==> src/hw/rtl/ctpq_pkg.sv <==
`timescale 1ns / 1ps
package ctpq_pkg;
  localparam int PoolDepth = 16;
  localparam int Levels = 4;
  localparam int LevelCap = PoolDepth / Levels;
  localparam int SlotW = $clog2(PoolDepth);
  localparam int LvlW = (Levels > 1) ? $clog2(Levels) : 1;
  localparam int PosW = (LevelCap > 1) ? $clog2(LevelCap) : 1;
  localparam int CntW = $clog2(LevelCap + 1);
  localparam int UsedW = 5;

  localparam logic [1:0] REQ_SUBMIT = 2'd0;
  localparam logic [1:0] REQ_TAKE = 2'd1;
  localparam logic [1:0] REQ_ABORT = 2'd2;

  localparam logic [2:0] ST_OK = 3'd0;
  localparam logic [2:0] ST_FULL = 3'd1;
  localparam logic [2:0] ST_BAD_PRIO = 3'd2;
  localparam logic [2:0] ST_NO_TAG = 3'd3;
  localparam logic [2:0] ST_EMPTY = 3'd4;
  localparam logic [2:0] ST_NOT_STARTED = 3'd5;

  // one request as it passes from the in_ channel through front and back
  typedef struct packed {
    logic [1:0] req_type;
    logic [28:0] can_id;
    logic extended;
    logic remote;
    logic [3:0] data_len;
    logic [63:0] payload;
    logic [2:0] priority_req;
    logic [31:0] tx_tag;
  } ctpq_req_t;

  // one result
  typedef struct packed {
    logic [2:0] status;
    logic [31:0] tx_tag;
    logic [28:0] can_id;
    logic extended;
    logic remote;
    logic [3:0] data_len;
    logic [63:0] payload;
    logic [4:0] slots_used;
  } ctpq_res_t;
endpackage

==> src/hw/rtl/ctpq_front.sv <==
`timescale 1ns / 1ps
module ctpq_front (
  input  logic clk,
  input  logic rst_n,
  input  logic in_tvalid,
  output logic in_tready,
  input  ctpq_pkg::ctpq_req_t in_req,
  output logic q_valid,
  input  logic q_ready,
  output ctpq_pkg::ctpq_req_t q_req
);
  import ctpq_pkg::*;

  // two-entry request queue
  ctpq_req_t mem_r [2];
  logic wp_r, rp_r;
  logic [1:0] cnt_r;

  assign in_tready = (cnt_r != 2'd2);
  assign q_valid = (cnt_r != 2'd0);
  assign q_req = mem_r[rp_r];

  always_ff @(posedge clk) begin
    if (in_tvalid && in_tready) mem_r[wp_r] <= in_req;
  end

  always_ff @(posedge clk) begin
    if (!rst_n) begin
      wp_r <= 1'b0;
      rp_r <= 1'b0;
      cnt_r <= 2'd0;
    end else begin
      if (in_tvalid && in_tready) wp_r <= ~wp_r;
      if (q_valid && q_ready) rp_r <= ~rp_r;
      cnt_r <= cnt_r + 2'(in_tvalid && in_tready) - 2'(q_valid && q_ready);
    end
  end

  a_cnt_range: assert property (@(posedge clk) disable iff (!rst_n) cnt_r != 2'd3)
    else $error("queue count overflow");
  a_no_pop_empty: assert property (@(posedge clk) disable iff (!rst_n)
    cnt_r == 2'd0 |-> !(q_valid && q_ready))
    else $error("pop from empty queue");
  a_full_stall: assert property (@(posedge clk) disable iff (!rst_n)
    cnt_r == 2'd2 |-> !in_tready)
    else $error("accept while full");
endmodule

==> src/hw/rtl/ctpq_back.sv <==
`timescale 1ns / 1ps
module ctpq_back (
  input  logic clk,
  input  logic rst_n,
  input  logic enabled,
  input  logic q_valid,
  output logic q_ready,
  input  ctpq_pkg::ctpq_req_t q_req,
  output logic res_valid,
  input  logic res_ready,
  output ctpq_pkg::ctpq_res_t res
);
  import ctpq_pkg::*;

  typedef enum logic [2:0] {S_IDLE, S_TAKE_RD, S_SCAN, S_SHIFT, S_DONE} state_t;

  // slot stores and rings, no reset; busy map, pointers and counts are reset
  logic [63:0] pay_r [PoolDepth];
  logic [34:0] hdr_r [PoolDepth];
  logic [31:0] tag_r [PoolDepth];
  logic [SlotW-1:0] ring_r [Levels][LevelCap];
  logic [PoolDepth-1:0] busy_r;
  logic [PosW-1:0] head_r [Levels];
  logic [PosW-1:0] tail_r [Levels];
  logic [CntW-1:0] lcnt_r [Levels];
  logic [UsedW-1:0] used_r;

  state_t state_r;
  ctpq_req_t cur_r;
  ctpq_res_t res_r;
  logic res_valid_r;
  logic [LvlW-1:0] lvl_r;
  logic [CntW-1:0] idx_r;
  logic [SlotW-1:0] slot_r;

  assign q_ready = (state_r == S_IDLE) && !res_valid_r;
  assign res_valid = res_valid_r;
  assign res = res_r;

  // lowest free slot
  logic [SlotW-1:0] free_s;
  logic free_any;
  always_comb begin
    free_s = '0;
    free_any = 1'b0;
    for (int i = PoolDepth - 1; i >= 0; i--) begin
      if (!busy_r[i]) begin
        free_s = SlotW'(i);
        free_any = 1'b1;
      end
    end
  end

  // lowest nonempty level
  logic [LvlW-1:0] top_l;
  logic top_any;
  always_comb begin
    top_l = '0;
    top_any = 1'b0;
    for (int i = Levels - 1; i >= 0; i--) begin
      if (lcnt_r[i] != '0) begin
        top_l = LvlW'(i);
        top_any = 1'b1;
      end
    end
  end

  function automatic logic [PosW-1:0] pos_add(input logic [PosW-1:0] a,
                                              input logic [CntW-1:0] b);
    logic [CntW+PosW:0] s;
    s = (CntW + PosW + 1)'(a) + (CntW + PosW + 1)'(b);
    if (s >= (CntW + PosW + 1)'(LevelCap)) s = s - (CntW + PosW + 1)'(LevelCap);
    return PosW'(s);
  endfunction

  logic [LvlW-1:0] prio;
  logic [PosW-1:0] scan_pos;
  logic [SlotW-1:0] scan_s;
  assign prio = LvlW'(q_req.priority_req);
  assign scan_pos = pos_add(head_r[lvl_r], idx_r);
  assign scan_s = ring_r[lvl_r][scan_pos];

  // classify the request waiting at the back
  ctpq_res_t idle_res;
  state_t idle_state;
  logic sub_ok;
  always_comb begin
    idle_res = '0;
    idle_res.slots_used = used_r;
    idle_state = S_DONE;
    sub_ok = 1'b0;
    case (q_req.req_type)
      REQ_SUBMIT: begin
        if (32'(q_req.priority_req) >= Levels) idle_res.status = ST_BAD_PRIO;
        else if (!enabled) idle_res.status = ST_NOT_STARTED;
        else if (!free_any || 32'(lcnt_r[prio]) >= LevelCap)
          idle_res.status = ST_FULL;
        else begin
          sub_ok = 1'b1;
          idle_res.status = ST_OK;
          idle_res.slots_used = used_r + 1'b1;
        end
      end
      REQ_TAKE: begin
        if (!top_any) idle_res.status = ST_EMPTY;
        else idle_state = S_TAKE_RD;
      end
      REQ_ABORT: idle_state = S_SCAN;
      default: idle_res.status = ST_BAD_PRIO;
    endcase
  end

  always_ff @(posedge clk) begin
    if (!rst_n) begin
      state_r <= S_IDLE;
      res_valid_r <= 1'b0;
      busy_r <= '0;
      used_r <= '0;
      for (int i = 0; i < Levels; i++) begin
        head_r[i] <= '0;
        tail_r[i] <= '0;
        lcnt_r[i] <= '0;
      end
    end else begin
      if (res_valid_r && res_ready) res_valid_r <= 1'b0;
      case (state_r)
        S_IDLE: begin
          if (q_valid && q_ready) begin
            cur_r <= q_req;
            res_r <= idle_res;
            state_r <= idle_state;
            if (sub_ok) begin
              pay_r[free_s] <= q_req.payload;
              hdr_r[free_s] <= {q_req.data_len, q_req.remote, q_req.extended,
                                q_req.can_id};
              tag_r[free_s] <= q_req.tx_tag;
              busy_r[free_s] <= 1'b1;
              used_r <= used_r + 1'b1;
              ring_r[prio][tail_r[prio]] <= free_s;
              tail_r[prio] <= pos_add(tail_r[prio], CntW'(1));
              lcnt_r[prio] <= lcnt_r[prio] + 1'b1;
            end
            if (q_req.req_type == REQ_TAKE && top_any) begin
              slot_r <= ring_r[top_l][head_r[top_l]];
              head_r[top_l] <= pos_add(head_r[top_l], CntW'(1));
              lcnt_r[top_l] <= lcnt_r[top_l] - 1'b1;
            end
            if (q_req.req_type == REQ_ABORT) begin
              lvl_r <= '0;
              idx_r <= '0;
            end
          end
        end
        // read the slot and free it
        S_TAKE_RD: begin
          res_r.status <= ST_OK;
          res_r.tx_tag <= tag_r[slot_r];
          {res_r.data_len, res_r.remote, res_r.extended, res_r.can_id} <= hdr_r[slot_r];
          res_r.payload <= pay_r[slot_r];
          busy_r[slot_r] <= 1'b0;
          used_r <= used_r - 1'b1;
          res_r.slots_used <= used_r - 1'b1;
          state_r <= S_DONE;
        end
        // one ring entry per cycle
        S_SCAN: begin
          if (idx_r >= lcnt_r[lvl_r]) begin
            idx_r <= '0;
            if (32'(lvl_r) == Levels - 1) begin
              res_r.status <= ST_NO_TAG;
              state_r <= S_DONE;
            end else lvl_r <= lvl_r + 1'b1;
          end else if (tag_r[scan_s] == cur_r.tx_tag) begin
            busy_r[scan_s] <= 1'b0;
            used_r <= used_r - 1'b1;
            res_r.slots_used <= used_r - 1'b1;
            res_r.status <= ST_OK;
            state_r <= S_SHIFT;
          end else idx_r <= idx_r + 1'b1;
        end
        // close the gap one entry per cycle
        S_SHIFT: begin
          if (idx_r + 1'b1 < lcnt_r[lvl_r]) begin
            ring_r[lvl_r][scan_pos] <= ring_r[lvl_r][pos_add(scan_pos, CntW'(1))];
            idx_r <= idx_r + 1'b1;
          end else begin
            tail_r[lvl_r] <= (tail_r[lvl_r] == '0) ? PosW'(LevelCap - 1)
                                                   : tail_r[lvl_r] - 1'b1;
            lcnt_r[lvl_r] <= lcnt_r[lvl_r] - 1'b1;
            state_r <= S_DONE;
          end
        end
        S_DONE: begin
          res_valid_r <= 1'b1;
          state_r <= S_IDLE;
        end
        default: state_r <= S_IDLE;
      endcase
    end
  end

  a_used_max: assert property (@(posedge clk) disable iff (!rst_n)
    32'(used_r) <= PoolDepth)
    else $error("used count beyond pool");
  a_busy_cnt: assert property (@(posedge clk) disable iff (!rst_n)
    state_r == S_IDLE |-> $countones(busy_r) == 32'(used_r))
    else $error("busy map and used count differ");
  a_done_valid: assert property (@(posedge clk) disable iff (!rst_n)
    state_r == S_DONE |=> res_valid_r)
    else $error("result not presented");
endmodule

==> src/hw/rtl/can_tx_priority_queue.sv <==
`timescale 1ns / 1ps
// CAN transmit queue with strict priority over a shared pool of 16 slots
// in four levels (level 0 highest). Requests arrive on the in_ channel:
// submit, take next (a mailbox is free) or abort by tag. Each request
// gives exactly one result on the out_ channel with a status, the frame
// taken (take only, else zero) and the slot count after the request.
// The front buffers up to two requests; the back handles one at a time.
// A take reads and frees its slot before the result; an abort scans the
// ring entries level by level and on a hit moves the later entries up.
// The back is busy until its result register is taken, so a stalled
// receiver fills the queue and then holds in_tready low. cfg_ sets
// transmit_enabled; write only when idle.
// Reset empties all levels and clears transmit_enabled.
module can_tx_priority_queue (
  input  logic clk,
  input  logic rst_n,
  input  logic in_tvalid,
  output logic in_tready,
  // req_type, can_id, extended, remote, data_len, payload, priority_req, tx_tag
  input  logic [135:0] in_tdata,
  output logic out_tvalid,
  input  logic out_tready,
  // status, out_tx_tag, out_can_id, out_extended, out_remote, out_len,
  // out_payload, slots_used
  output logic [143:0] out_tdata,
  input  logic cfg_valid,
  output logic cfg_ready,
  input  logic cfg_data
);
  import ctpq_pkg::*;

  logic en_r;
  ctpq_req_t in_req, q_req;
  ctpq_res_t res;
  logic q_valid, q_ready;

  assign cfg_ready = 1'b1;
  always_ff @(posedge clk) begin
    if (!rst_n) en_r <= 1'b0;
    else if (cfg_valid) en_r <= cfg_data;
  end

  // unpack request
  assign in_req.req_type = in_tdata[1:0];
  assign in_req.can_id = in_tdata[30:2];
  assign in_req.extended = in_tdata[31];
  assign in_req.remote = in_tdata[32];
  assign in_req.data_len = in_tdata[36:33];
  assign in_req.payload = in_tdata[100:37];
  assign in_req.priority_req = in_tdata[103:101];
  assign in_req.tx_tag = in_tdata[135:104];

  // pack result
  assign out_tdata = {5'b0, res.slots_used, res.payload, res.data_len, res.remote,
                      res.extended, res.can_id, res.tx_tag, res.status};

  ctpq_front u_front (
    .clk, .rst_n, .in_tvalid, .in_tready, .in_req,
    .q_valid, .q_ready, .q_req
  );

  ctpq_back u_back (
    .clk, .rst_n, .enabled(en_r), .q_valid, .q_ready, .q_req,
    .res_valid(out_tvalid), .res_ready(out_tready), .res
  );
endmodule
==> config.mk <==
export PLATFORM = sky130hd
export DESIGN_NAME = can_tx_priority_queue
export DESIGN_NICKNAME = d
export VERILOG_FILES = /design/src/hw/rtl/ctpq_pkg.sv /design/src/hw/rtl/ctpq_front.sv /design/src/hw/rtl/ctpq_back.sv /design/src/hw/rtl/can_tx_priority_queue.sv
export SDC_FILE = /design/constraint.sdc
export NUM_CORES = 2
export LEC_CHECK = 0
export ABC_AREA = 1
export BUFFER_PORTS_ARGS = -buffer_cell sky130_fd_sc_hd__buf_2
export CORE_ASPECT_RATIO = 1.1
export CORE_MARGIN = 10
export CORE_UTILIZATION = 39
export DETAILED_ROUTE_END_ITERATION = 10
export GPL_TIMING_DRIVEN = 0
export PLACE_DENSITY = 0.55
export SLEW_MARGIN = 30
export SYNTH_ARGS = -nofsm -noshare
export SYNTH_HDL_FRONTEND = slang
export SYNTH_HIERARCHICAL = 1
export SYNTH_SLANG_ARGS = --single-unit
==> constraint.sdc <==
create_clock -name clk -period 16.8 [get_ports clk]
set_input_delay 3.36 -clock clk [delete_from_list [all_inputs] [get_ports clk]]
set_output_delay 3.36 -clock clk [all_outputs]
set_load 0.005 [all_outputs]
==> results.yml <==
power:
  finalPower_mw: 22.2
  power_leakage_nw: 48.8
  ir_drop_mv: 0.142
  power_density_nw_per_um2: 166
sta:
  setup_ws_ns: 8.76
  drv_slew: 0
  post-route-min-period_ns: 8.04
  skew_ns: 0.0724
  tightest_slew_ns: 1.19
  maxSlewHeadroom_pct: 20.6
  rsz0062_at_grt: "no"
  setup_viol: 0
  clock.fmax_ghz: 0.124
  fin_crit_sh_pct: 47.9
  hold_violations: 0
yosys:
  ys_seq_area_share_pct: 71.2
  async_flop_share_pct: 0
  ys_ff_latch: 2677
  synth.top_cell.area_share_pct: 70.5
  syn_inst: 9390
  yosys-top-cells-area: "edfxtp_1 (71%), o21ai_0 (5.3%), nand2_1 (5.1%)"
  synth_flop_cell: "edfxtp_1"
  avgSynthCellArea_sq_um: 12.0
  synth-edff-count: 2640
  synth.most_common_cell: "edfxtp_1"
  synth_common_cells: "edfxtp_1 (2,640), nand2_1 (1,537), o21ai_0 (1,192)"
  ys_warn_count: 6
  yosysTopAreaCell: "edfxtp_1"
  synthDistinctLibCells: 50
  syn_area_sq_um: 112000
route:
  wl_microns: 453000
  vias_per_cell: 5.85
  dr.pass1.iters: 8
  ant_nets: 0
  drt_iter0_drc: 12300
  route.vias.total: 85800
  routedWlPerCell_microns: 30.9
  drc_errors: 0
final_layout:
  ff_latch_area_sq_um: 80000
  layout.nets: 10800
  final_area_sq_um: 133000
  drive_above_1_share_pct: 16.3
  fillCellCount: 26000
  multi_input_area_sq_um: 27800
  post-route-util_pct: 46.5
  area_growth_pct: 18.7
  stdcell_count: 14700
clock_tree:
  tritoncts: "done"
  cts_max_level: 5
  cts_sinks: 2677
  insertion_delay_ns: 0.90
  cts_setup_buffers: 0
  numCtsBuffers: 296
  clockBufferDepth: 4
  path_clk_slew_ns: 0.06
  cts_hold_buf: 0
  cts_resized: 0
  cts_root_buf: "clkbuf_16"
critical_path:
  cp-end-kind: "flip-flop"
  critPathLaunchType: "flip-flop"
  cp_slowest_cell: "buf_2"
  cp-endpoint: "u_back/hdr_r[14][22]"
  timing.critical_path.mode_cell: "buf_2"
  worst_r2r_path_depth: 28
  reg2reg_slack_ns: 8.76
  r2r-end: "u_back/hdr_r[14][22]"
  cp.required_ns: 17.37
  critical_path.max_stage_delay_ns: 0.71
  critPathArrivalTime_ns: 8.61
  worstSetupPathType: "reg -> reg"
  path_max_fanout: 10
flow_run:
  cap_violations: 0
grt:
  antenna_found_initial: 30
  grt_usage_pct: 27.8
  grt_max_degree: 65
  overflow: 0
  grt_pass1_vias: 81200
  grt_pass1_wl_microns: 621000
placed_design:
  place_area_sq_um: 124000
  place_inst: 14100
  place.gp.congestion: 0.945
  place_ws_ns: 8.40
  io_buffers: 282
  dp_hpwl_microns: 322000
die:
  row_count: 206
  core_sq_um: 287000
  pin_count: 289
  fp.dieH_microns: 583
  initial_core_util_pct: 39.2
  die_w_microns: 532
  dieArea_sq_um: 310000
outcome:
  status: "finished clean"
min_path:
  hold_path.class: "reg -> reg"
through the flow:
step	hold slack, ns	TNS (ns)
after floorplan	0.453	-722.71
after global routing	0.529	0
after detailed placement	0.488	0
after CTS	0.499	0
final	0.499	0
after global placement	0.483	-
flip-flops by register name, indices dropped and copies added, names as in the netlist, 3 cells and up, named ones only:
name	cells
u_back/pay_r	1024
u_back/hdr_r	560
u_back/tag_r	512
u_front/mem_r	272
u_back/res	139
u_back/ring_r	64
u_back/cur_r	32
u_back/busy_r	16
u_back/lcnt_r	12
u_back/head_r	8
u_back/tail_r	8
u_back/used_r	5
u_back/slot_r	4
u_back/idx_r	3
u_back/state_r	3
metal layers:
layer  vias up  share of wire (%)  global-route usage (%)
met3      1328                 11                    6.04
li1      36300                  -                       -
met1     42400                 37                    35.3
met5         -             0.0095                       0
met4         6                7.0                    16.5
met2      5752                 45                    43.7
critical path, delay by kind of cell (launching register included):
kind | cells | cell delay (ns)
muxes | 1 | 0.40
buffers and inverters | 19 | 5.14
AOI/OAI and AO/OA | 2 | 0.24
and+or+nand+nor | 6 | 1.63
DFF | 1 | 0.32
logic make-up (layout without fill, tap and decap cells):
family	after synthesis	count (layout)	share of synthesized area (%)
simple gates	3063	3063	10.9
flops	2677	2677	71.2
compound gates	2278	2278	11.7
buf+inv	1191	2601	4.25
mux	140	140	1.54
fa+ha+maj	28	28	0.312
xor+xnor	11	11	0.0857
other cells	2	20	0.00668
worst min-delay path by stage:
| stage | from | end | slack (ns) | depth (start not counted) |
|---|---|---|---|---|
| 2_1_floorplan | u_back/busy_r[3] | u_back/busy_r[3] | 0.45 | 2 |
| 3_3_place_gp | u_front/rp_r | u_front/rp_r | 0.48 | 2 |
| 3_5_place_dp | u_back/busy_r[10] | u_back/busy_r[10] | 0.49 | 2 |
| 4_1_cts | u_back/busy_r[10] | u_back/busy_r[10] | 0.50 | 2 |
| 5_1_grt | u_back/busy_r[3] | u_back/busy_r[3] | 0.53 | 2 |
| 6_report | u_back/busy_r[3] | u_back/busy_r[3] | 0.50 | 2 |
cell type report:
type	count	area share, %
antenna	14	0.0263
multi-input combinational	5526	20.8
clock inverter	171	1.32
sequential	2677	60.0
tap	3848	3.61
inverter	571	1.61
timing repair buffer	888	4.72
buffer	620	2.11
clock buffer	351	5.79
cells in the final DEF (no fill, tap or decap), drive strengths merged, types with 4 or more instances in the layout:
master       n
a211oi       4
a21oi      411
a22oi       13
buf       1048
bufinv      31
clkbuf     811
clkinv     121
clkinvlp    12
conb         6
dfxtp       37
diode       14
edfxtp    2640
ha          28
inv        578
mux2       140
nand2     1548
nand3      393
nand3b      24
nand4        6
nor2      1044
nor3        34
nor4        10
o211ai     154
o21ai     1241
o21bai      18
o221ai     281
o22ai      138
or2          4
xnor2        5
xor2         6
report_power, final:
part / switching (mW) / internal (mW)
clock: 2.72 / 3.77
sequential: 0.0924 / 8.09
combinational: 5.71 / 1.77
No activity file was read; power rests on OpenSTA's default activity.
